===== config.mk =====
export PLATFORM = sky130hd
export DESIGN_NAME = gpvd_queue
export DESIGN_NICKNAME = d
export VERILOG_FILES = /design/src/hdl/gpvd_queue.sv
export SDC_FILE = /design/constraint.sdc
export NUM_CORES = 1
export LEC_CHECK = 0
export ABC_AREA = 1
export BUFFER_PORTS_ARGS = -buffer_cell sky130_fd_sc_hd__buf_2
export CORE_UTILIZATION = 25
export DETAILED_ROUTE_END_ITERATION = 6
export HOLD_SLACK_MARGIN = 0.15
export PLACE_DENSITY_LB_ADDON = 0.05
export REMOVE_ABC_BUFFERS = 1
export SLEW_MARGIN = 20
export SYNTH_ARGS = -nofsm -noshare
export SYNTH_HDL_FRONTEND = slang
export SYNTH_SLANG_ARGS = --single-unit

===== constraint.sdc =====
create_clock -name clk -period 1.7 [get_ports clk]
set_input_delay 0.51 -clock clk [delete_from_list [all_inputs] [get_ports clk]]
set_output_delay 0.51 -clock clk [all_outputs]
set_load 0.05 [all_outputs]

===== src/hdl/gpvd_queue.sv =====
// ----------------------------------------------------------------------------
// gpvd_queue: small FIFO of job records between front and back ends
// Holds packed jobs; reports its fill level so the front can stall early.
// ----------------------------------------------------------------------------
module gpvd_queue #(
  parameter int W     = 8,
  parameter int DEPTH = 4
) (
  input  logic         clk,
  input  logic         rst,
  input  logic         push,
  input  logic [W-1:0] push_data,
  input  logic         pop,
  output logic         not_empty,
  output logic [W-1:0] pop_data,
  output logic [$clog2(DEPTH+1)-1:0] fill
);
  localparam int AW = $clog2(DEPTH);

  logic [W-1:0]  mem [DEPTH];
  logic [AW-1:0] wp, rp;

  assign not_empty = fill != '0;
  assign pop_data  = mem[rp];

  always_ff @(posedge clk) begin
    if (push) mem[wp] <= push_data;
  end

  always_ff @(posedge clk) begin
    if (rst) begin
      wp   <= '0;
      rp   <= '0;
      fill <= '0;
    end else begin
      if (push) wp <= (32'(wp) == DEPTH - 1) ? '0 : wp + AW'(1);
      if (pop)  rp <= (32'(rp) == DEPTH - 1) ? '0 : rp + AW'(1);
      fill <= fill + (push ? 1'b1 : 1'b0) - (pop ? 1'b1 : 1'b0);
    end
  end

endmodule


==> results of run 1 <==
power by group through the flow:
stage          registers (µW)  clock network [µW]  logic, µW
2_1_floorplan            1270                   0        284
3_3_place_gp             1200                   0        502
3_5_place_dp             1200                   0        512
4_1_cts                  1180                 636        557
5_1_grt                  1190                 677        601
6_report                 1180                 611        555
per-layer routing:
metal  vias up  GRT usage  wire [µm]
met1       503      0.113       1450
li1        555          -          -
met2        25      0.151       1460
met3         4     0.0350        157
met4         0     0.0416         38
met5         -          0          0
path summary, 6_finish.rpt:
path	from	endpoint	slack, ns	cells after the start
setup reg to reg	fill[0]	fill[2]	0.16	8
hold reg to reg	rp[0]	flip-flop	0.50	2
setup / recovery	flip-flop	pop_data[0]	-0.06	5
hold / removal	rst	fill[1]	0.42	2
area by class of cell:
class                           count  area, µm²
Multi-Input combinational cell     74        425
Timing Repair Buffer               28        230
Fill cell                         665       4400
Sequential cell                    41       1140
Clock buffer                        6       72.6
Clock inverter                      2       10.0
Tap cell                           77       96.3
Inverter                           31        116
worst max-delay path: cells and delay by family (launching register included):
kind	cells	cell delay (ns)
simple gates	1	0.07
compound gates	2	0.23
flops	1	0.33
buf+inv	2	0.31
sequential cells by signal (all words and copies together) (netlist names), named ones only:
register and flops:
fill 3, mem 32, rp 2, wp 2
cell usage in the layout, fill, tap and decap left out, drive strengths merged, types with 7 or more instances in the layout:
| master | Yosys | routed |
|---|---|---|
| edfxtp | 32 | 32 |
| inv | 31 | 31 |
| buf | 5 | 27 |
| nand2 | 25 | 25 |
| a21oi | 11 | 11 |
| o21ai | 11 | 11 |
| nor2 | 9 | 9 |
| dfxtp | 9 | 9 |
| o211ai | 8 | 8 |
| ha | 7 | 7 |
| clkbuf | 0 | 7 |
logic make-up (layout without fill, tap and decap cells):
kind of cell / after synthesis / count (layout)
AO/OA/AOI/OAI: 30 / 30
adder cells (fa/ha/maj): 8 / 8
flip-flops: 41 / 41
AND/OR/NAND/NOR: 36 / 36
buffers and inverters: 36 / 67
what timing repair did:
action / in CTS / in global routing
setup endpoints to repair: 8 / 9
cloned: 0 / 0
resized for setup: 22 / 2
metrics by stage:
step           total power (µW)  setup slack [ns]  TNS (ns)  std cells  hold slack [ns]
3_5_place_dp               1710            -0.102    -0.172        251            0.497
3_3_place_gp               1700           -0.0809    -0.117        251            0.496
2_1_floorplan              1560            -0.154     -1.37        146            0.468
6_report                   2340           -0.0556    -0.325        259            0.425
4_1_cts                    2370           -0.0719    -0.475        259            0.418
5_1_grt                    2460            -0.131    -0.922        259            0.412
==> run summary, run 1 <==
Avg WL per Cell = 12.0 µm
Power per cell area = 1120 mW/mm²
N_diodes = 0
Worst-margin pin slew = 0.405 ns
Fraction of layout cells with a size suffix above 1 = 0.214
Final worst-path cycle share = 1.03
DRT Pass-1 Iters = 4
Clock tree root driver cell = clkbuf_8
Top cells by area, synth = edfxtp_1 56%, dfxtp_1 10%, inv_1 6.7%
Synth area leader = edfxtp_1
Worst Hold Class = primary input to flip-flop
WS Path Type = flip-flop to output port
Largest net degree at the start of global routing = 33
Proportion of synthesized area in mux cells = 0
RSZ-0062 raised after global routing = yes
Clock Skew = 0.00387 ns
Setup crit end kind = output port
Top_reg_cell synth = edfxtp_1
Post-Route WL = 3100 µm
Crit path max fanout = 32
Clk pwr share = 0.261
Crit path largest cell delay = 0.33 ns
Post-synth top area share = 0.556
Clock sink total = 41
Final Hold Fails = 0
DRC = 0
Synth Area per Inst = 11.5 µm²
Reg power frac = 0.503
Status = finished, violations left
Num CTS Buffers = 5
Final instance area = 0.00209 mm²
Psw = 737 µW
Leak = 0.000900 µW
Die area = 0.00725 mm²
Main combinational cell family by area after synthesis = compound AO/OA/AOI/OAI gates
Post-synthesis xor/xnor area fraction = 0
Final Setup Violations = 8
Clock slew at the register clock pins of the worst setup and hold paths = 0.08 ns
CP arrival = 1.25 ns
Grt ovf = 0
Initial antenna violation count = 0
First-pass GRT wire length = 4960 µm
Via/cell ratio = 4.20
Die X = 85.2 µm
#FFs+latches synth = 41
Fin util = 0.322
Post-synth top cells = 32 x edfxtp_1, 31 x inv_1, 25 x nand2_1, 10 x a21oi_1
CP max-delay cell = dfxtp_2
Failing checks = negative setup slack
Total number of vias = 1087
Req. time, crit path = 1.19 ns
GR Util All Layers = 0.0939
EDFF count, synth = 32
Startpoint Class = flip-flop
Final ANT Viol Nets = 0
Vias in the first global route = 997
Placement Cell Area = 0.00195 mm²
Adder-cell share of the synthesized area = 0.0622
Max-cap violation count = 0
Sequential-to-total area share from yosys stat = 0.660
Cell Area, Synth = 0.00173 mm²
Slew Limit Fails = 0
Power share of the combinational group = 0.237
Achievable Freq = 570 MHz
Die Height = 85.2 µm
Slew HR = 0.729
Async S/R FF share, synth = 0
Starting density of the core = 0.266
Placer Congestion = 0.685
Fin crit period = 1.76 ns
Setup Fix Bufs, Post-CTS = 0
Clock Latency Late Sink = 0.29 ns
CTS H-tree lvls = 2
# hold bufs at CTS = 0
Synth unique cells = 15
Count leader, synth = edfxtp_1
Number of synthesis warnings = 0
Gate Count Post-Synth = 151
Max clock buf depth = 2
Fin nets = 201
# IOs = 24
Peak VDD IR = 486 µV
Fin worst setup slack = -0.0556 ns
TritonCTS clock tree = built
Post-Synth Simple-Gate Area = 0.0796
I/O Buffers = 23
Sw Share = 0.315
Area grow syn2layout = 21.1%
Site Rows = 29
P_int = 1610 µW
Core Area = 0.00649 mm²
Crit-path cells = buf_12 -> a21oi_1 -> o21ai_1 -> nand2_1 -> buf_6
DRT iter0 DRCs = 28
Final HPWL DP = 2050 µm
Synth Area in Compound Gates = 0.101
Power figures use the tool's default switching activity.
==> inputs of run 2 (changes only) <==
--- a/config.mk
+++ b/config.mk
@@ -8,6 +8,7 @@
 export ABC_AREA = 1
 export BUFFER_PORTS_ARGS = -buffer_cell sky130_fd_sc_hd__buf_2
 export CORE_UTILIZATION = 25
+export CTS_BUF_LIST = sky130_fd_sc_hd__clkbuf_16
 export DETAILED_ROUTE_END_ITERATION = 6
 export HOLD_SLACK_MARGIN = 0.15
 export PLACE_DENSITY_LB_ADDON = 0.05
==> run summary, run 2 (synthesized netlist as in run 1, its figures left out) <==
Final HPWL DP = 2050 µm (unchanged)
Setup Fix Bufs, Post-CTS = 0 (unchanged)
Area grow syn2layout = 24.2%
Final ANT Viol Nets = 0 (unchanged)
Clock Latency Late Sink = 0.28 ns (about the same)
Fin worst setup slack = -0.0359 ns (+0.0197 ns)
Final Setup Violations = 8 (unchanged)
Die area = 0.00725 mm² (unchanged)
Busiest grt layer = met2
Final worst-path cycle share = 1.02 (-0.0116)
Site Rows = 29 (unchanged)
Die Height = 85.2 µm (unchanged)
I/O Buffers = 23 (unchanged)
Slew Limit Fails = 0 (unchanged)
Status = finished, violations left
Placement Cell Area = 0.00195 mm² (unchanged)
Leak = 0.000929 µW (+3.2%)
Initial antenna violation count = 0 (unchanged)
M3 GR Usage = 0.0350 (unchanged)
Max clock buf depth = 2 (unchanged)
N_diodes = 0 (unchanged)
GR Util met1 = 0.111 (-0.00186)
Req. time, crit path = 1.19 ns (about the same)
Max-cap violation count = 0 (unchanged)
DRT Pass-1 Iters = 4 (unchanged)
Fin util = 0.331 (+0.00828)
Final Hold Fails = 0 (unchanged)
Placer Congestion = 0.685 (unchanged)
WS Path Type = flip-flop to output port
Sequential cell area = 0.00114 mm² (unchanged)
Total number of vias = 1084 (-0.28%)
Post-Route WL = 3110 µm (+0.26%)
# IOs = 24 (unchanged)
Power per cell area = 1220 mW/mm² (+8.7%)
GR Util All Layers = 0.0954 (+0.00146)
Fraction of layout cells with a size suffix above 1 = 0.214 (unchanged)
CTS H-tree lvls = 2 (unchanged)
Top reg by flops = mem
TritonCTS clock tree = built
Avg WL per Cell = 12.0 µm (+0.26%)
Largest register FFs = 32 (unchanged)
Multi-input logic area = 425 µm² (unchanged)
Failing checks = negative setup slack
Met2 usage = 0.154 (+0.00293)
Final instance area = 0.00215 mm² (+2.6%)
Most frequent cells in the layout = 32 x inv_1, 32 x edfxtp_1, 24 x nand2_1
Fin nets = 201 (unchanged)
Fin crit period = 1.74 ns (-0.0197 ns)
First-pass GRT wire length = 4940 µm (-0.42%)
Grt ovf = 0 (unchanged)
CP arrival = 1.23 ns (-0.02 ns)
Core Area = 0.00649 mm² (unchanged)
Fillcell total = 663 (-0.30%)
Die X = 85.2 µm (unchanged)
Largest net degree at the start of global routing = 33 (unchanged)
DRC = 0 (unchanged)
Clock slew at the register clock pins of the worst setup and hold paths = 0.06 ns (-0.02 ns)
Vias in the first global route = 996 (-0.10%)
Clock tree root driver cell = clkbuf_16
Regs by FF count = mem: 32 flops, fill: 3 flops
Clock sink total = 41 (unchanged)
RSZ-0062 raised after global routing = yes
Num CTS Buffers = 5 (unchanged)
Clock Skew = 0.00254 ns (-0.00133 ns)
Crit path max fanout = 32 (unchanged)
Starting density of the core = 0.266 (unchanged)
Via/cell ratio = 4.19 (-0.28%)
Worst Hold Class = primary input to flip-flop
# hold bufs at CTS = 0 (unchanged)
DRT iter0 DRCs = 31 (+11%)
Peak VDD IR = 528 µV (+8.7%)
Slew HR = 0.721 (-0.00843)
Setup crit end kind = output port
Startpoint Class = flip-flop
Worst-margin pin slew = 0.418 ns (+0.0126 ns)
Achievable Freq = 576 MHz (+1.1%)
Setup_tns = -0.166 ns (+0.159 ns)
Worst slack, placed = -0.102 ns (unchanged)
## run 2: cell count changes in the layout (fill, tap and decap cells not counted), sizes merged
cell and change:
clkbuf -2, buf +1, inv +1
## run 2: area by class of cell
type,instances,area share
clock inverters,3,0.00641
inverters,31,0.0542
clock buffers,5,0.0583
repair buffers,28,0.106
multi-input cells,74,0.198
well taps,77,0.0449
flip-flops and latches,41,0.532
## run 2: stage by stage
step | instances | power, µW | hold slack [ns]
final | 259 | 2610 | 0.441
after global routing | 259 | 2730 | 0.437
after CTS | 259 | 2650 | 0.438
after detailed placement | 251 | 1710 | 0.497
after global placement | 251 | 1700 | 0.496
after floorplan | 146 | 1560 | 0.468
## run 2: where the power goes
part           switching [µW]  total (µW)  internal, µW
clock                     352         885           532
sequential               32.9        1180          1150
combinational             377         549           172
## run 2: final timing paths
kind | from | to | slack (ns) | cells after the start
worst max-delay path | flip-flop | pop_data[1] | -0.04 | 5
worst max register to register | fill[0] | fill[2] | 0.16 | 8
worst min-delay path | rst | fill[1] | 0.44 | 2
worst min register to register | rp[0] | flip-flop | 0.50 | 2
## run 2: worst max-delay path, stage by stage, from the launching register on
cell,delay [ns]
dfxtp_2,0.32
buf_12,0.16
a21oi_2,0.13
o21ai_1,0.07
nand2_1,0.10
buf_6,0.17
## run 2: what timing repair did
item,CTS,global route
endpoints found under the setup margin,8,8
hold endpoints to repair,0,0
resized for setup,22,1
## run 2: metal layers
metal	share of wire	routed length (µm)	vias to the layer above
met5	0	0	-
met4	0.020	62	0
met3	0.047	145	4
met2	0.47	1450	23
met1	0.47	1450	501
li1	-	-	556
==> inputs of run 3 (changes only) <==
--- a/config.mk
+++ b/config.mk
@@ -7,12 +7,13 @@
 export LEC_CHECK = 0
 export ABC_AREA = 1
 export BUFFER_PORTS_ARGS = -buffer_cell sky130_fd_sc_hd__buf_2
-export CORE_UTILIZATION = 25
+export CORE_UTILIZATION = 50
 export CTS_BUF_LIST = sky130_fd_sc_hd__clkbuf_16
 export DETAILED_ROUTE_END_ITERATION = 6
 export HOLD_SLACK_MARGIN = 0.15
 export PLACE_DENSITY_LB_ADDON = 0.05
 export REMOVE_ABC_BUFFERS = 1
+export SETUP_SLACK_MARGIN = 0.02
 export SLEW_MARGIN = 20
 export SYNTH_ARGS = -nofsm -noshare
 export SYNTH_HDL_FRONTEND = slang
==> run summary, run 3 (synthesized netlist as in run 1, its figures left out) <==
Avg WL per Cell = 11.8 µm (-1.4%)
Worst Hold Class = primary input to flip-flop
Leak = 0.000920 µW (-0.94%)
Total number of vias = 1073 (-1.0%)
RSZ-0062 raised after global routing = yes
Fin crit period = 1.74 ns (+0.00325 ns)
Reg2Reg Depth = 7 (-1)
Power per cell area = 1240 mW/mm² (+1.8%)
Final Hold Fails = 0 (unchanged)
R2r setup slk = 0.16 ns (about the same)
Vias in the first global route = 1045 (+4.9%)
Fin util = 0.662 (+0.331)
Starting density of the core = 0.544 (+0.278)
Req. time, crit path = 1.19 ns (about the same)
I/O Buffers = 23 (unchanged)
# hold bufs at CTS = 0 (unchanged)
# IOs = 24 (unchanged)
Area grow syn2layout = 21.6%
Achievable Freq = 575 MHz (-0.19%)
Final worst-path cycle share = 1.02 (+0.00191)
Worst Hold End = fill[1]
Core Area = 0.00318 mm² (-51%)
Slew HR = 0.738 (+0.0169)
Fin nets = 200 (-0.50%)
Crit path max fanout = 32 (unchanged)
Placer Congestion = 0.656 (-4.2%)
Startpoint Class = flip-flop
Final HPWL DP = 1870 µm (-8.4%)
Fraction of layout cells with a size suffix above 1 = 0.238 (+0.0233)
Post-Route WL = 2660 µm (-14%)
Num CTS Buffers = 5 (unchanged)
CTS H-tree lvls = 2 (unchanged)
FF-to-FF Start = fill[0]
DRT Pass-1 Iters = 4 (unchanged)
Commonest non-fill, non-tap cell in the layout = edfxtp_1
Die X = 60.8 µm (-29%)
Final Setup Violations = 8 (unchanged)
Regs by FF count = mem: 32 flops, fill: 3 flops
GR Util All Layers = 0.167 (+0.0713)
Failing checks = negative setup slack
Reg2Reg Capture Point = fill[1]
TritonCTS clock tree = built
Max-cap violation count = 0 (unchanged)
Clock Latency Late Sink = 0.27 ns (about the same)
Peak VDD IR = 1390 µV (+160%)
CP arrival = 1.23 ns (about the same)
Top reg by flops = mem
N_diodes = 0 (unchanged)
Clock sink total = 41 (unchanged)
Setup crit end kind = output port
Die Height = 60.8 µm (-29%)
Final instance area = 0.00210 mm² (-2.0%)
Setup_tns = -0.166 ns (+0.0000260 ns)
Fin worst setup slack = -0.0392 ns (-0.00325 ns)
Largest register FFs = 32 (unchanged)
Status = finished, violations left
Placement Cell Area = 0.00189 mm² (-3.1%)
Clock Skew = 0.00366 ns (+0.00112 ns)
Slew Limit Fails = 0 (unchanged)
Site Rows = 20 (-31%)
Die area = 0.00370 mm² (-49%)
Max clock buf depth = 2 (unchanged)
Hold path startpoint = rst
Initial antenna violation count = 0 (unchanged)
Clock slew at the register clock pins of the worst setup and hold paths = 0.05 ns (about the same)
DRT iter0 DRCs = 26 (-16%)
Via/cell ratio = 4.77 (+14%)
First-pass GRT wire length = 4340 µm (-12%)
Grt ovf = 0 (unchanged)
WS Path Type = flip-flop to output port
Worst-margin pin slew = 0.393 ns (-0.0253 ns)
DRC = 0 (unchanged)
Final ANT Viol Nets = 0 (unchanged)
Min-Delay Path Depth = 2 (unchanged)
Clock tree root driver cell = clkbuf_16
Most frequent cells in the layout = 32 x edfxtp_1, 31 x inv_1, 25 x nand2_1
Largest net degree at the start of global routing = 33 (unchanged)
==> run 3: cell count changes in the layout (fill, tap and decap cells not counted), moves of 2 or more <==
cell,before,now
a21oi_1,9,6
a21oi_2,2,5
o21ai_0,5,7
o21ai_1,6,4
==> run 3: where the power goes <==
part           internal, µW  switching (µW)
clock network           537             334
registers              1150            33.4
logic                   176             377
==> run 3: final cells by class <==
class | instances | area (µm²)
sequential | 41 | 1140
fill | 250 | 1070
multi-input combinational | 74 | 437
timing repair buffer | 27 | 210
clock buffer | 5 | 125
inverter | 31 | 116
tap | 44 | 55.1
clock inverter | 3 | 16.3
==> run 3: worst max path at each step <==
stage / start / endpoint / slack, ns / cells past startpoint
6_report: flip-flop / pop_data[3] / -0.04 / 5
5_1_grt: flip-flop / pop_data[6] / -0.13 / 5
4_1_cts: flip-flop / pop_data[3] / -0.06 / 5
3_5_place_dp: pop / fill[2] / -0.11 / 8
3_3_place_gp: pop / fill[2] / -0.07 / 8
2_1_floorplan: fill[0] / fill[2] / -0.15 / 8
==> run 3: critical path, stage by stage, from the launching register on <==
cell and delay [ns]:
dfxtp_2 0.32, buf_12 0.16, a21oi_1 0.14, o21ai_0 0.09
nand2_1 0.09, buf_6 0.16
==> run 3: per-stage QoR <==
step           total power [µW]  hold WS (ns)  setup WS, ns  cells
6_report                   2610         0.433       -0.0392    225
5_1_grt                    2740         0.453        -0.129    225
4_1_cts                    2610         0.441       -0.0585    225
3_5_place_dp               1700         0.498        -0.109    217
3_3_place_gp               1680         0.489       -0.0685    217
2_1_floorplan              1560         0.468        -0.154    146
==> run 3: per-layer routing <==
metal	track usage	vias up	wire (µm)	share of wire
met5	0	-	0	0
met4	0.0390	0	21	0.0079
met3	0.0512	5	101	0.038
met2	0.327	20	1420	0.53
met1	0.172	497	1120	0.42
li1	-	551	-	-
==> run 3: repair_timing <==
action,4_1_cts,5_1_grt
endpoints found under the setup margin,8,10
resized for setup,19,7
hold endpoints to repair,0,0
pin swaps,0,0
buffers inserted,0,0
