===== src/hdl/gpvd_pkg.sv =====
// ----------------------------------------------------------------------------
// gpvd_pkg: shared types and constants for the grid peak/valley detector
// Field widths, result kinds, register indexes, back-end states.
// ----------------------------------------------------------------------------
package gpvd_pkg;

  localparam int DEF_MAX_COLS    = 128;
  localparam int DEF_HEIGHT_BITS = 16;

  localparam int ROW_W   = 12;
  localparam int COL_W   = 7;
  localparam int NCOL_W  = 8;
  localparam int CNT_W   = 20;
  localparam int SUM_W   = 48;
  localparam int IDX_W   = 1;
  localparam int CFG_W   = 12;
  localparam int MEAN_W  = 16;
  localparam int HOUT_W  = 16;

  localparam logic [CNT_W-1:0] CNT_MAX = '1;

  typedef enum logic [1:0] {
    KIND_VALLEY  = 2'd0,
    KIND_PEAK    = 2'd1,
    KIND_SUMMARY = 2'd2
  } kind_t;

  localparam logic [IDX_W-1:0] REG_NUM_ROWS = 1'd0;
  localparam logic [IDX_W-1:0] REG_NUM_COLS = 1'd1;

  typedef enum logic [1:0] {
    BK_IDLE,
    BK_EXT,
    BK_DIV,
    BK_SUM
  } bk_state_t;

endpackage


===== src/hdl/gpvd_back.sv =====
// ----------------------------------------------------------------------------
// gpvd_back: turns job records into result beats, runs the frame-mean divider
// Restoring divider, one quotient bit per cycle, output register on the port.
// ----------------------------------------------------------------------------
module gpvd_back #(
  parameter int HEIGHT_BITS = gpvd_pkg::DEF_HEIGHT_BITS,
  parameter int CNTW        = 20
) (
  input  logic                              clk,
  input  logic                              rst,
  input  logic                              job_valid,
  output logic                              job_pop,
  input  logic                              job_ext,
  input  logic                              job_peak,
  input  logic [gpvd_pkg::ROW_W-1:0]        job_row,
  input  logic [gpvd_pkg::COL_W-1:0]        job_col,
  input  logic signed [HEIGHT_BITS-1:0]     job_height,
  input  logic                              job_eof,
  input  logic [gpvd_pkg::CNT_W-1:0]        job_vcnt,
  input  logic [gpvd_pkg::CNT_W-1:0]        job_pcnt,
  input  logic signed [gpvd_pkg::SUM_W-1:0] job_sum,
  input  logic [CNTW-1:0]                   job_count,
  output logic                              out_valid,
  input  logic                              out_stall,
  output gpvd_pkg::kind_t                   kind,
  output logic [gpvd_pkg::ROW_W-1:0]        row,
  output logic [gpvd_pkg::COL_W-1:0]        col,
  output logic signed [gpvd_pkg::HOUT_W-1:0] height,
  output logic [gpvd_pkg::CNT_W-1:0]        valley_total,
  output logic [gpvd_pkg::CNT_W-1:0]        peak_total,
  output logic signed [gpvd_pkg::MEAN_W-1:0] mean_height,
  output logic                              last
);
  import gpvd_pkg::*;

  localparam int QW = SUM_W;
  localparam int SW = $clog2(QW + 1);

  bk_state_t state, state_next;
  logic [QW-1:0]   quo, rem_r;
  logic [CNTW-1:0] dvs;
  logic [SW-1:0]   step;
  logic            neg;
  logic [QW:0]     trial;
  logic            out_free, emit_ext, emit_sum, div_start;
  logic signed [QW-1:0] mean_s;

  assign out_free = !out_valid || !out_stall;
  assign trial    = {rem_r, quo[QW-1]} - (QW+1)'(dvs);
  assign mean_s   = neg ? -$signed(quo) : $signed(quo);

  always_comb begin
    state_next = state;
    unique case (state)
      BK_IDLE: if (job_valid) state_next = job_ext ? BK_EXT : BK_DIV;
      BK_EXT:  if (out_free) state_next = job_eof ? BK_DIV : BK_IDLE;
      BK_DIV:  if (step == SW'(QW)) state_next = BK_SUM;
      BK_SUM:  if (out_free) state_next = BK_IDLE;
      default: state_next = BK_IDLE;
    endcase
  end

  always_comb begin
    emit_ext  = (state == BK_EXT) && out_free;
    emit_sum  = (state == BK_SUM) && out_free;
    job_pop   = emit_sum || (emit_ext && !job_eof);
    div_start = (state == BK_IDLE && job_valid && !job_ext) || (emit_ext && job_eof);
  end

  always_ff @(posedge clk) begin
    if (rst) state <= BK_IDLE;
    else     state <= state_next;
  end

  always_ff @(posedge clk) begin
    if (div_start) begin
      neg   <= job_sum[QW-1];
      quo   <= job_sum[QW-1] ? QW'(-job_sum) : QW'(job_sum);
      rem_r <= '0;
      dvs   <= job_count;
      step  <= '0;
    end else if (state == BK_DIV && step != SW'(QW)) begin
      step <= step + SW'(1);
      if (!trial[QW]) begin
        rem_r <= trial[QW-1:0];
        quo   <= {quo[QW-2:0], 1'b1};
      end else begin
        rem_r <= {rem_r[QW-2:0], quo[QW-1]};
        quo   <= {quo[QW-2:0], 1'b0};
      end
    end
  end

  always_ff @(posedge clk) begin
    if (rst) out_valid <= 1'b0;
    else if (out_free) out_valid <= emit_ext || emit_sum;
  end

  always_ff @(posedge clk) begin
    if (emit_ext) begin
      kind         <= job_peak ? KIND_PEAK : KIND_VALLEY;
      row          <= job_row;
      col          <= job_col;
      height       <= HOUT_W'(job_height);
      valley_total <= '0;
      peak_total   <= '0;
      mean_height  <= '0;
      last         <= !job_eof;
    end else if (emit_sum) begin
      kind         <= KIND_SUMMARY;
      row          <= '0;
      col          <= '0;
      height       <= '0;
      valley_total <= job_vcnt;
      peak_total   <= job_pcnt;
      mean_height  <= MEAN_W'(mean_s);
      last         <= 1'b1;
    end
  end

endmodule


===== config.mk =====
export PLATFORM = sky130hd
export DESIGN_NAME = gpvd_back
export DESIGN_NICKNAME = d
export VERILOG_FILES = /design/src/hdl/gpvd_pkg.sv /design/src/hdl/gpvd_back.sv
export SDC_FILE = /design/constraint.sdc
export NUM_CORES = 1
export LEC_CHECK = 0
export ABC_AREA = 1
export BUFFER_PORTS_ARGS = -buffer_cell sky130_fd_sc_hd__buf_2
export CELL_PAD_IN_SITES_DETAIL_PLACEMENT = 1
export CELL_PAD_IN_SITES_GLOBAL_PLACEMENT = 2
export CORE_UTILIZATION = 25
export CTS_CLUSTER_DIAMETER = 100
export CTS_CLUSTER_SIZE = 16
export DETAILED_ROUTE_END_ITERATION = 16
export PLACE_DENSITY = 0.68
export SYNTH_ARGS = -nofsm -noshare
export SYNTH_HDL_FRONTEND = slang
export SYNTH_SLANG_ARGS = --single-unit

===== constraint.sdc =====
create_clock -name clk -period 2.7 [get_ports clk]
set_clock_uncertainty 0.05 [all_clocks]
set_input_delay 0.675 -clock clk [delete_from_list [all_inputs] [get_ports clk]]
set_output_delay 0.675 -clock clk [all_outputs]
set_load 0.02 [all_outputs]

==> impl_metrics.prom, run 1 <==
# TYPE chip_impl_metric gauge
chip_impl_info{name="run_status",value="finished, final reports clean"} 1
chip_impl_metric{name="chipHeight",unit="um"} 231
chip_impl_metric{name="detail_route.iter0.violations",unit=""} 449
chip_impl_metric{name="path_max_fanout",unit=""} 8
chip_impl_info{name="rsz0062_at_grt",value="false"} 1
chip_impl_info{name="synth.top_cells.by_area",value="sky130_fd_sc_hd__edfxtp_1, sky130_fd_sc_hd__nand2_1, sky130_fd_sc_hd__dfxtp_1, sky130_fd_sc_hd__inv_1, sky130_fd_sc_hd__nor2_1"} 1
chip_impl_metric{name="cts_hold_buf",unit=""} 0
chip_impl_info{name="setup.worst_path.start_class",value="register"} 1
chip_impl_metric{name="dp_hpwl",unit="mm"} 35.3
chip_impl_metric{name="globalRouteOverflowTotal",unit=""} 0
chip_impl_info{name="synthFlopType",value="sky130_fd_sc_hd__dfxtp_1"} 1
chip_impl_info{name="clock_tree.root_cell",value="sky130_fd_sc_hd__clkbuf_16"} 1
chip_impl_metric{name="timing.final.crit_period",unit="ns"} 2.51
chip_impl_metric{name="numClockSinks",unit=""} 220
chip_impl_metric{name="floorplan.core_area",unit="mm^2"} 0.0515
chip_impl_metric{name="syn_area",unit="mm^2"} 0.0131
chip_impl_metric{name="die_outline_width",unit="um"} 231
chip_impl_metric{name="timing_max_transition_violations_final",unit=""} 0
chip_impl_metric{name="path_clk_slew",unit="ns"} 0.08
chip_impl_metric{name="ys_types",unit=""} 42
chip_impl_metric{name="gp_congestion",unit=""} 0.797
chip_impl_metric{name="cap_violations",unit=""} 0
chip_impl_metric{name="floorplan.initialDensity",unit=""} 0.254
chip_impl_metric{name="dr.pass1.iters",unit=""} 5
chip_impl_metric{name="post-route-cell-area",unit="mm^2"} 0.0161
chip_impl_metric{name="max_slew_margin",unit=""} 0.573
chip_impl_metric{name="finalNetCount",unit=""} 2338
chip_impl_metric{name="floorplan.io_pins",unit=""} 246
chip_impl_metric{name="yosys.area.top_type_share",unit=""} 0.246
chip_impl_metric{name="yosysWarnings",unit=""} 0
chip_impl_metric{name="pwr_density_cell",unit="mW/mm^2"} 1070
chip_impl_info{name="synth.cells.most_frequent",value="sky130_fd_sc_hd__nand2_1, sky130_fd_sc_hd__inv_1, sky130_fd_sc_hd__nor2_1"} 1
chip_impl_metric{name="cts_max_path_buffers",unit=""} 3
chip_impl_metric{name="total_leakage_power",unit="uW"} 0.00798
chip_impl_info{name="synthDominantAreaCellType",value="sky130_fd_sc_hd__edfxtp_1"} 1
chip_impl_metric{name="die_area",unit="mm^2"} 0.0532
chip_impl_metric{name="whs",unit="ns"} 0.267
chip_impl_metric{name="count_of_vias_placed_by_the_detailed_router",unit=""} 12786
chip_impl_metric{name="final_antenna_net_count",unit=""} 0
chip_impl_metric{name="first_global_vias",unit=""} 13304
chip_impl_metric{name="multi_input_comb_area",unit="mm^2"} 0.00635
chip_impl_metric{name="tritoncts.num_buffers",unit=""} 19
chip_impl_metric{name="drive_gt1_frac",unit=""} 0.168
chip_impl_metric{name="hold_viol",unit=""} 0
chip_impl_info{name="critPathKind",value="reg -> reg"} 1
chip_impl_metric{name="grt_pass1_wl",unit="mm"} 72.9
chip_impl_metric{name="layout_worst_path_cycle_share",unit=""} 0.930
chip_impl_metric{name="drt_wl_total",unit="mm"} 46.8
chip_impl_metric{name="fmaxAchievable",unit="MHz"} 398
chip_impl_metric{name="irDropWorstVdd",unit="mV"} 0.466
chip_impl_info{name="timing.hold.worst.class",value="in -> reg"} 1
chip_impl_metric{name="fin_tns_setup",unit="ns"} 0
chip_impl_metric{name="routedWlPerCell",unit="um"} 16.4
chip_impl_metric{name="report.power.total",unit="uW"} 17300
chip_impl_metric{name="num-fill-cells",unit=""} 6580
chip_impl_metric{name="clock_insertion_delay_worst_skew",unit="ns"} 0.53
chip_impl_metric{name="synth_edf_count",unit=""} 107
chip_impl_metric{name="cts_max_level",unit=""} 1
chip_impl_metric{name="syn_inst_count",unit=""} 1902
chip_impl_metric{name="worst-slew-pin-transition",unit="ns"} 0.641
chip_impl_metric{name="placementRows",unit=""} 83
chip_impl_metric{name="globalRouteTotalUtil",unit=""} 0.172
chip_impl_metric{name="pin_count_of_the_biggest_net_entering_global_routing",unit=""} 61
chip_impl_metric{name="detail_route.vias_per_cell",unit=""} 4.48
chip_impl_metric{name="synth-seq-area-share",unit=""} 0.419
chip_impl_info{name="library_cell_with_the_highest_instance_count_after_synthesis",value="sky130_fd_sc_hd__nand2_1"} 1
chip_impl_metric{name="asyncSetResetFlopFracSynth",unit=""} 0
chip_impl_metric{name="required",unit="ns"} 2.91
chip_impl_metric{name="post_dp_cell_area",unit="mm^2"} 0.0154
chip_impl_metric{name="grt_antenna_before_repair",unit=""} 0
chip_impl_metric{name="synthesis.area_per_instance",unit="um^2"} 6.87
chip_impl_metric{name="yosys_register_bits",unit=""} 220
chip_impl_metric{name="stdcell_count",unit=""} 2857
chip_impl_metric{name="layout.area.seq",unit="mm^2"} 0.00548
chip_impl_metric{name="setup_viol_count_final",unit=""} 0
chip_impl_metric{name="drc",unit=""} 0
chip_impl_metric{name="net_count_after_synthesis",unit=""} 2077
chip_impl_metric{name="placed_cells",unit=""} 2816
chip_impl_info{name="cts_tree",value="built"} 1
chip_impl_metric{name="area_delta_synth_final",unit="%"} 23.5
chip_impl_metric{name="port_buffers",unit=""} 245
chip_impl_info{name="endpoint_kind",value="register"} 1
chip_impl_metric{name="worstPathArrival",unit="ns"} 2.72
## state kept, by name, summed over array words and instances (netlist names), 2 cells and up
name and count:
rem_r 48, peak_total 20, valley_total 20, state 2, height 16, mean_height 16
row 12, col 7, kind 2, quo 48, dvs 20, step 6
## layer usage
metal / share of wire / GRT usage / vias to the layer above
met5: 0 / 0 / -
met4: 0.016 / 0.0381 / 0
met3: 0.029 / 0.0227 / 43
met2: 0.49 / 0.302 / 136
met1: 0.46 / 0.223 / 6094
li1: - / - / 6513
## final cells by class
| type | instances | area share |
|---|---|---|
| diodes | 1 | 0.000155 |
| clock buffers | 29 | 0.0330 |
| clock inverters | 5 | 0.00303 |
| inverters | 278 | 0.0649 |
| multi-input cells | 1349 | 0.394 |
| flip-flops and latches | 220 | 0.339 |
| well taps | 680 | 0.0528 |
| repair buffers | 295 | 0.113 |
## worst paths after layout
| kind | slack [ns] | end | cells past startpoint | from |
|---|---|---|---|---|
| worst max-delay path | 0.19 | quo[0] | 16 | quo[47] |
| worst min-delay path | 0.27 | dvs[17] | 1 | job_count[17] |
| worst max register to register | 0.19 | quo[0] | 16 | quo[47] |
| worst min register to register | 0.41 | mean_height[3] | 2 | mean_height[3] |
## through the flow
| stage | utilization | setup WS, ns |
|---|---|---|
| 2_1_floorplan | - | 0.109 |
| 3_3_place_gp | 0.299 | 0.0995 |
| 3_5_place_dp | 0.299 | 0.00668 |
| 4_1_cts | 0.310 | 0.0512 |
| 5_1_grt | 0.313 | 0.00963 |
| 6_report | 0.313 | 0.189 |
## where the power goes
part | switching [uW] | internal [uW]
Clock | 1400 | 1400
Combinational | 5890 | 3150
Sequential | 709 | 4760
## placed cells by master (no fill, tap or decap), drive strengths merged, types with 9 or more instances in the layout
cell / Yosys / layout
or2: 9 / 9
a21oi: 49 / 49
nor3: 27 / 27
buf: 24 / 291
edfxtp: 107 / 107
xor2: 27 / 27
nand2: 708 / 708
a22o: 33 / 33
ha: 24 / 24
nand3: 105 / 105
dfxtp: 113 / 113
xnor2: 18 / 18
nand3b: 14 / 14
a31oi: 10 / 10
o21ai: 55 / 55
inv: 278 / 281
nor2: 214 / 214
nand4: 25 / 25
clkbuf: 31 / 33
## cell families (layout without fill, tap and decap cells)
family / count (synthesis) / in the layout / synth area share
other: 0 / 1 / 0
AND/OR/NAND/NOR: 1111 / 1111 / 0.347
flip-flops: 220 / 220 / 0.419
XOR/XNOR: 45 / 45 / 0.0302
AO/OA/AOI/OAI: 168 / 168 / 0.0788
buffers and inverters: 333 / 607 / 0.0997
adder cells (fa/ha/maj): 25 / 25 / 0.0245
## worst max-delay path: stages (launching register included)
cell                        delay (ns)
sky130_fd_sc_hd__edfxtp_1         0.32
sky130_fd_sc_hd__inv_1            0.05
sky130_fd_sc_hd__ha_2             0.20
sky130_fd_sc_hd__fa_2             0.42
sky130_fd_sc_hd__inv_1            0.06
sky130_fd_sc_hd__nand3_1          0.07
sky130_fd_sc_hd__nand3_2          0.08
sky130_fd_sc_hd__nand2_1          0.07
sky130_fd_sc_hd__nand2_2          0.09
sky130_fd_sc_hd__nand2_1          0.07
sky130_fd_sc_hd__nand2_2          0.07
sky130_fd_sc_hd__nand2_2          0.07
sky130_fd_sc_hd__nand2_2          0.08
sky130_fd_sc_hd__nand2_2          0.06
sky130_fd_sc_hd__nand2_4          0.19
sky130_fd_sc_hd__clkbuf_16        0.21
sky130_fd_sc_hd__o21ai_1          0.06
## repair_timing
action                     in CTS  in global routing
setup endpoints to repair       0                 49
gates resized for setup         0                 14
buffers inserted                0                  1
No activity file was read; power rests on OpenSTA's default activity.
==> run 2: changes to the inputs <==
--- a/config.mk
+++ b/config.mk
@@ -10,10 +10,10 @@
 export CELL_PAD_IN_SITES_DETAIL_PLACEMENT = 1
 export CELL_PAD_IN_SITES_GLOBAL_PLACEMENT = 2
 export CORE_UTILIZATION = 25
-export CTS_CLUSTER_DIAMETER = 100
+export CTS_CLUSTER_DIAMETER = 120
 export CTS_CLUSTER_SIZE = 16
 export DETAILED_ROUTE_END_ITERATION = 16
-export PLACE_DENSITY = 0.68
+export PLACE_DENSITY = 0.66
 export SYNTH_ARGS = -nofsm -noshare
 export SYNTH_HDL_FRONTEND = slang
 export SYNTH_SLANG_ARGS = --single-unit
==> constraint.sdc (replaced) <==
create_clock -name clk -period 2.8 [get_ports clk]
set_clock_uncertainty 0.05 [all_clocks]
set_input_delay 0.7 -clock clk [delete_from_list [all_inputs] [get_ports clk]]
set_output_delay 0.7 -clock clk [all_outputs]
set_load 0.02 [all_outputs]
==> run 2 against run 1 <==
  * Die area is the same
  * First-iteration DRC count up 15%
  * Clock power down 4%
  * Total power fell by 4.9%
  * Maximum frequency fell by 2.4%
  * Utilization is 0.27 points lower
  * Hold slack improved by 0.014 ns
  * Critical path type unchanged
  * Critical endpoint is now rem_r[12]
  * Largest power group unchanged
==> impl_metrics.prom, run 2 (synthesis results as in run 1) <==
# TYPE chip_impl_metric gauge
chip_impl_info{name="run_status",value="finished, final reports clean"} 1
chip_impl_metric{name="max_slew_margin",unit=""} 0.576
chip_impl_info{name="cts_tree",value="built"} 1
chip_impl_metric{name="final_antenna_net_count",unit=""} 0
chip_impl_metric{name="clock_insertion_delay_worst_skew",unit="ns"} 0.54
chip_impl_metric{name="sequential_share_of_power",unit=""} 0.320
chip_impl_metric{name="p_comb_frac",unit=""} 0.516
chip_impl_metric{name="die_outline_width",unit="um"} 231
chip_impl_metric{name="report.power.total",unit="uW"} 16500
chip_impl_metric{name="placed_cells",unit=""} 2811
chip_impl_metric{name="first_global_vias",unit=""} 13385
chip_impl_metric{name="grt_antenna_before_repair",unit=""} 1
chip_impl_metric{name="globalRouteTotalUtil",unit=""} 0.173
chip_impl_metric{name="cap_violations",unit=""} 0
chip_impl_metric{name="pwr_density_cell",unit="mW/mm^2"} 1030
chip_impl_metric{name="critical_path_buf_inv_count",unit=""} 3
chip_impl_metric{name="drive_gt1_frac",unit=""} 0.161
chip_impl_info{name="setup.worst_path.start_class",value="register"} 1
chip_impl_metric{name="port_buffers",unit=""} 245
chip_impl_metric{name="drt_wl_total",unit="mm"} 46.5
chip_impl_metric{name="grt_pass1_wl",unit="mm"} 73.3
chip_impl_metric{name="total_leakage_power",unit="uW"} 0.00792
chip_impl_info{name="crit_path_frequent_cell",value="sky130_fd_sc_hd__nand2_1"} 1
chip_impl_info{name="most-common-layout-cells",value="sky130_fd_sc_hd__nand2_1, sky130_fd_sc_hd__inv_1, sky130_fd_sc_hd__buf_2"} 1
chip_impl_metric{name="max_stage_delay",unit="ns"} 0.40
chip_impl_metric{name="postCtsSetupRepairBufs",unit=""} 0
chip_impl_metric{name="final_core_utilization",unit=""} 0.310
chip_impl_metric{name="placementRows",unit=""} 83
chip_impl_metric{name="area_delta_synth_final",unit="%"} 22.4
chip_impl_info{name="largest_registers",value="quo x48, rem_r x48"} 1
chip_impl_metric{name="layout.area.seq",unit="mm^2"} 0.00548
chip_impl_metric{name="globalRouteOverflowTotal",unit=""} 0
chip_impl_info{name="crit_family",value="simple AND/OR/NAND/NOR gates"} 1
chip_impl_info{name="critPathKind",value="reg -> reg"} 1
chip_impl_metric{name="layout_worst_path_cycle_share",unit=""} 0.919
chip_impl_metric{name="dp_hpwl",unit="mm"} 35.4
chip_impl_metric{name="path_max_fanout",unit=""} 12
chip_impl_metric{name="die_area",unit="mm^2"} 0.0532
chip_impl_metric{name="cts_max_path_buffers",unit=""} 3
chip_impl_metric{name="switching_share",unit=""} 0.459
chip_impl_metric{name="floorplan.initialDensity",unit=""} 0.254
chip_impl_metric{name="num-fill-cells",unit=""} 6619
chip_impl_info{name="timing.hold.worst.class",value="in -> reg"} 1
chip_impl_metric{name="detail_route.vias_per_cell",unit=""} 4.45
chip_impl_metric{name="chipHeight",unit="um"} 231
chip_impl_metric{name="floorplan.io_pins",unit=""} 246
chip_impl_metric{name="timing_max_transition_violations_final",unit=""} 0
chip_impl_metric{name="floorplan.core_area",unit="mm^2"} 0.0515
chip_impl_metric{name="routedWlPerCell",unit="um"} 16.3
chip_impl_info{name="endpoint_kind",value="register"} 1
chip_impl_metric{name="cell_internal_pwr",unit="uW"} 8900
chip_impl_metric{name="count_of_vias_placed_by_the_detailed_router",unit=""} 12673
chip_impl_info{name="worstPathCellList",value="inv_1 > ha_1 > fa_2 > inv_1 > nand3_1 > nand3_1 > nand2_1 > nand2_2 > nand2_1 > nand2_2 > nand2_1 > nand2_1 > nand2_1 > nand2_4 > clkbuf_16 > nand2_1 > nand3_1 > nand2_1"} 1
chip_impl_metric{name="detail_route.iter0.violations",unit=""} 515
chip_impl_metric{name="pin_count_of_the_biggest_net_entering_global_routing",unit=""} 53
chip_impl_metric{name="irDropWorstVdd",unit="mV"} 0.508
chip_impl_metric{name="drc",unit=""} 0
chip_impl_metric{name="required",unit="ns"} 3.18
chip_impl_metric{name="path_clk_slew",unit="ns"} 0.08
chip_impl_metric{name="setup_viol_count_final",unit=""} 0
chip_impl_info{name="clock_tree.root_cell",value="sky130_fd_sc_hd__clkbuf_16"} 1
chip_impl_metric{name="multi_input_comb_area",unit="mm^2"} 0.00633
chip_impl_info{name="final_common_cell",value="sky130_fd_sc_hd__nand2_1"} 1
chip_impl_metric{name="fmaxAchievable",unit="MHz"} 389
chip_impl_metric{name="tritoncts.num_buffers",unit=""} 19
chip_impl_metric{name="worstPathArrival",unit="ns"} 2.95
chip_impl_metric{name="gp_congestion",unit=""} 0.832
chip_impl_metric{name="hold_viol",unit=""} 0
chip_impl_metric{name="finalNetCount",unit=""} 2330
chip_impl_metric{name="worst-slew-pin-transition",unit="ns"} 0.636
chip_impl_metric{name="numClockSinks",unit=""} 220
chip_impl_metric{name="stdcell_count",unit=""} 2849
chip_impl_info{name="crit_path_top_delay_cell",value="sky130_fd_sc_hd__fa_2"} 1
chip_impl_metric{name="timing.final.crit_period",unit="ns"} 2.57
chip_impl_metric{name="dr.pass1.iters",unit=""} 4
chip_impl_metric{name="clock_power_frac",unit=""} 0.164
chip_impl_metric{name="cts_max_level",unit=""} 1
chip_impl_metric{name="total_switching_power",unit="uW"} 7560
-- run 2: area by class of cell --
cell class	instances	share of cell area
multi-input cells	1349	0.396
flip-flops and latches	220	0.342
well taps	680	0.0532
diodes	1	0.000156
clock inverters	5	0.00305
inverters	278	0.0653
clock buffers	29	0.0334
repair buffers	287	0.107
-- run 2: worst paths after layout --
kind         cells after the start  slack, ns         endpoint            start
max                             18       0.23        rem_r[12]          quo[47]
min                              1       0.28          dvs[14]    job_count[14]
max reg2reg                     18       0.23        rem_r[12]          quo[47]
min reg2reg                      2       0.41  mean_height[15]  mean_height[15]
-- run 2: layer usage --
metal,vias to the layer above,routed length (um),GRT usage
li1,6500,-,-
met1,5981,22100,0.227
met2,151,22000,0.296
met3,41,1640,0.0268
met4,0,807,0.0414
met5,-,0,0
-- run 2: what timing repair did --
action | in CTS | in global routing
gates resized for setup | 0 | 5
hold buffers | 0 | 0
setup endpoints to repair | 0 | 48
hold endpoints to repair | 0 | 0
-- run 2: through the flow --
| step | worst slack (ns) | hold slack (ns) | cell area [um^2] | TNS (ns) |
|---|---|---|---|---|
| 5_1_grt | -0.00435 | 0.250 | 16000 | -0.00435 |
| 4_1_cts | 0.106 | 0.238 | 15900 | 0 |
| 3_5_place_dp | 0.0827 | 0.393 | 15300 | 0 |
| 6_report | 0.227 | 0.281 | 16000 | 0 |
| 3_3_place_gp | 0.0332 | 0.387 | 15300 | 0 |
| 2_1_floorplan | 0.00895 | 0.372 | 13100 | 0 |
-- run 2: power groups by stage --
stage	Sequential (uW)	Combinational [uW]	Clock [uW]
floorplan	5700	5070	0
global placement	5300	8260	0
detailed placement	5330	8380	0
CTS	5280	8410	2860
global route	5410	9620	2940
finish	5260	8490	2700
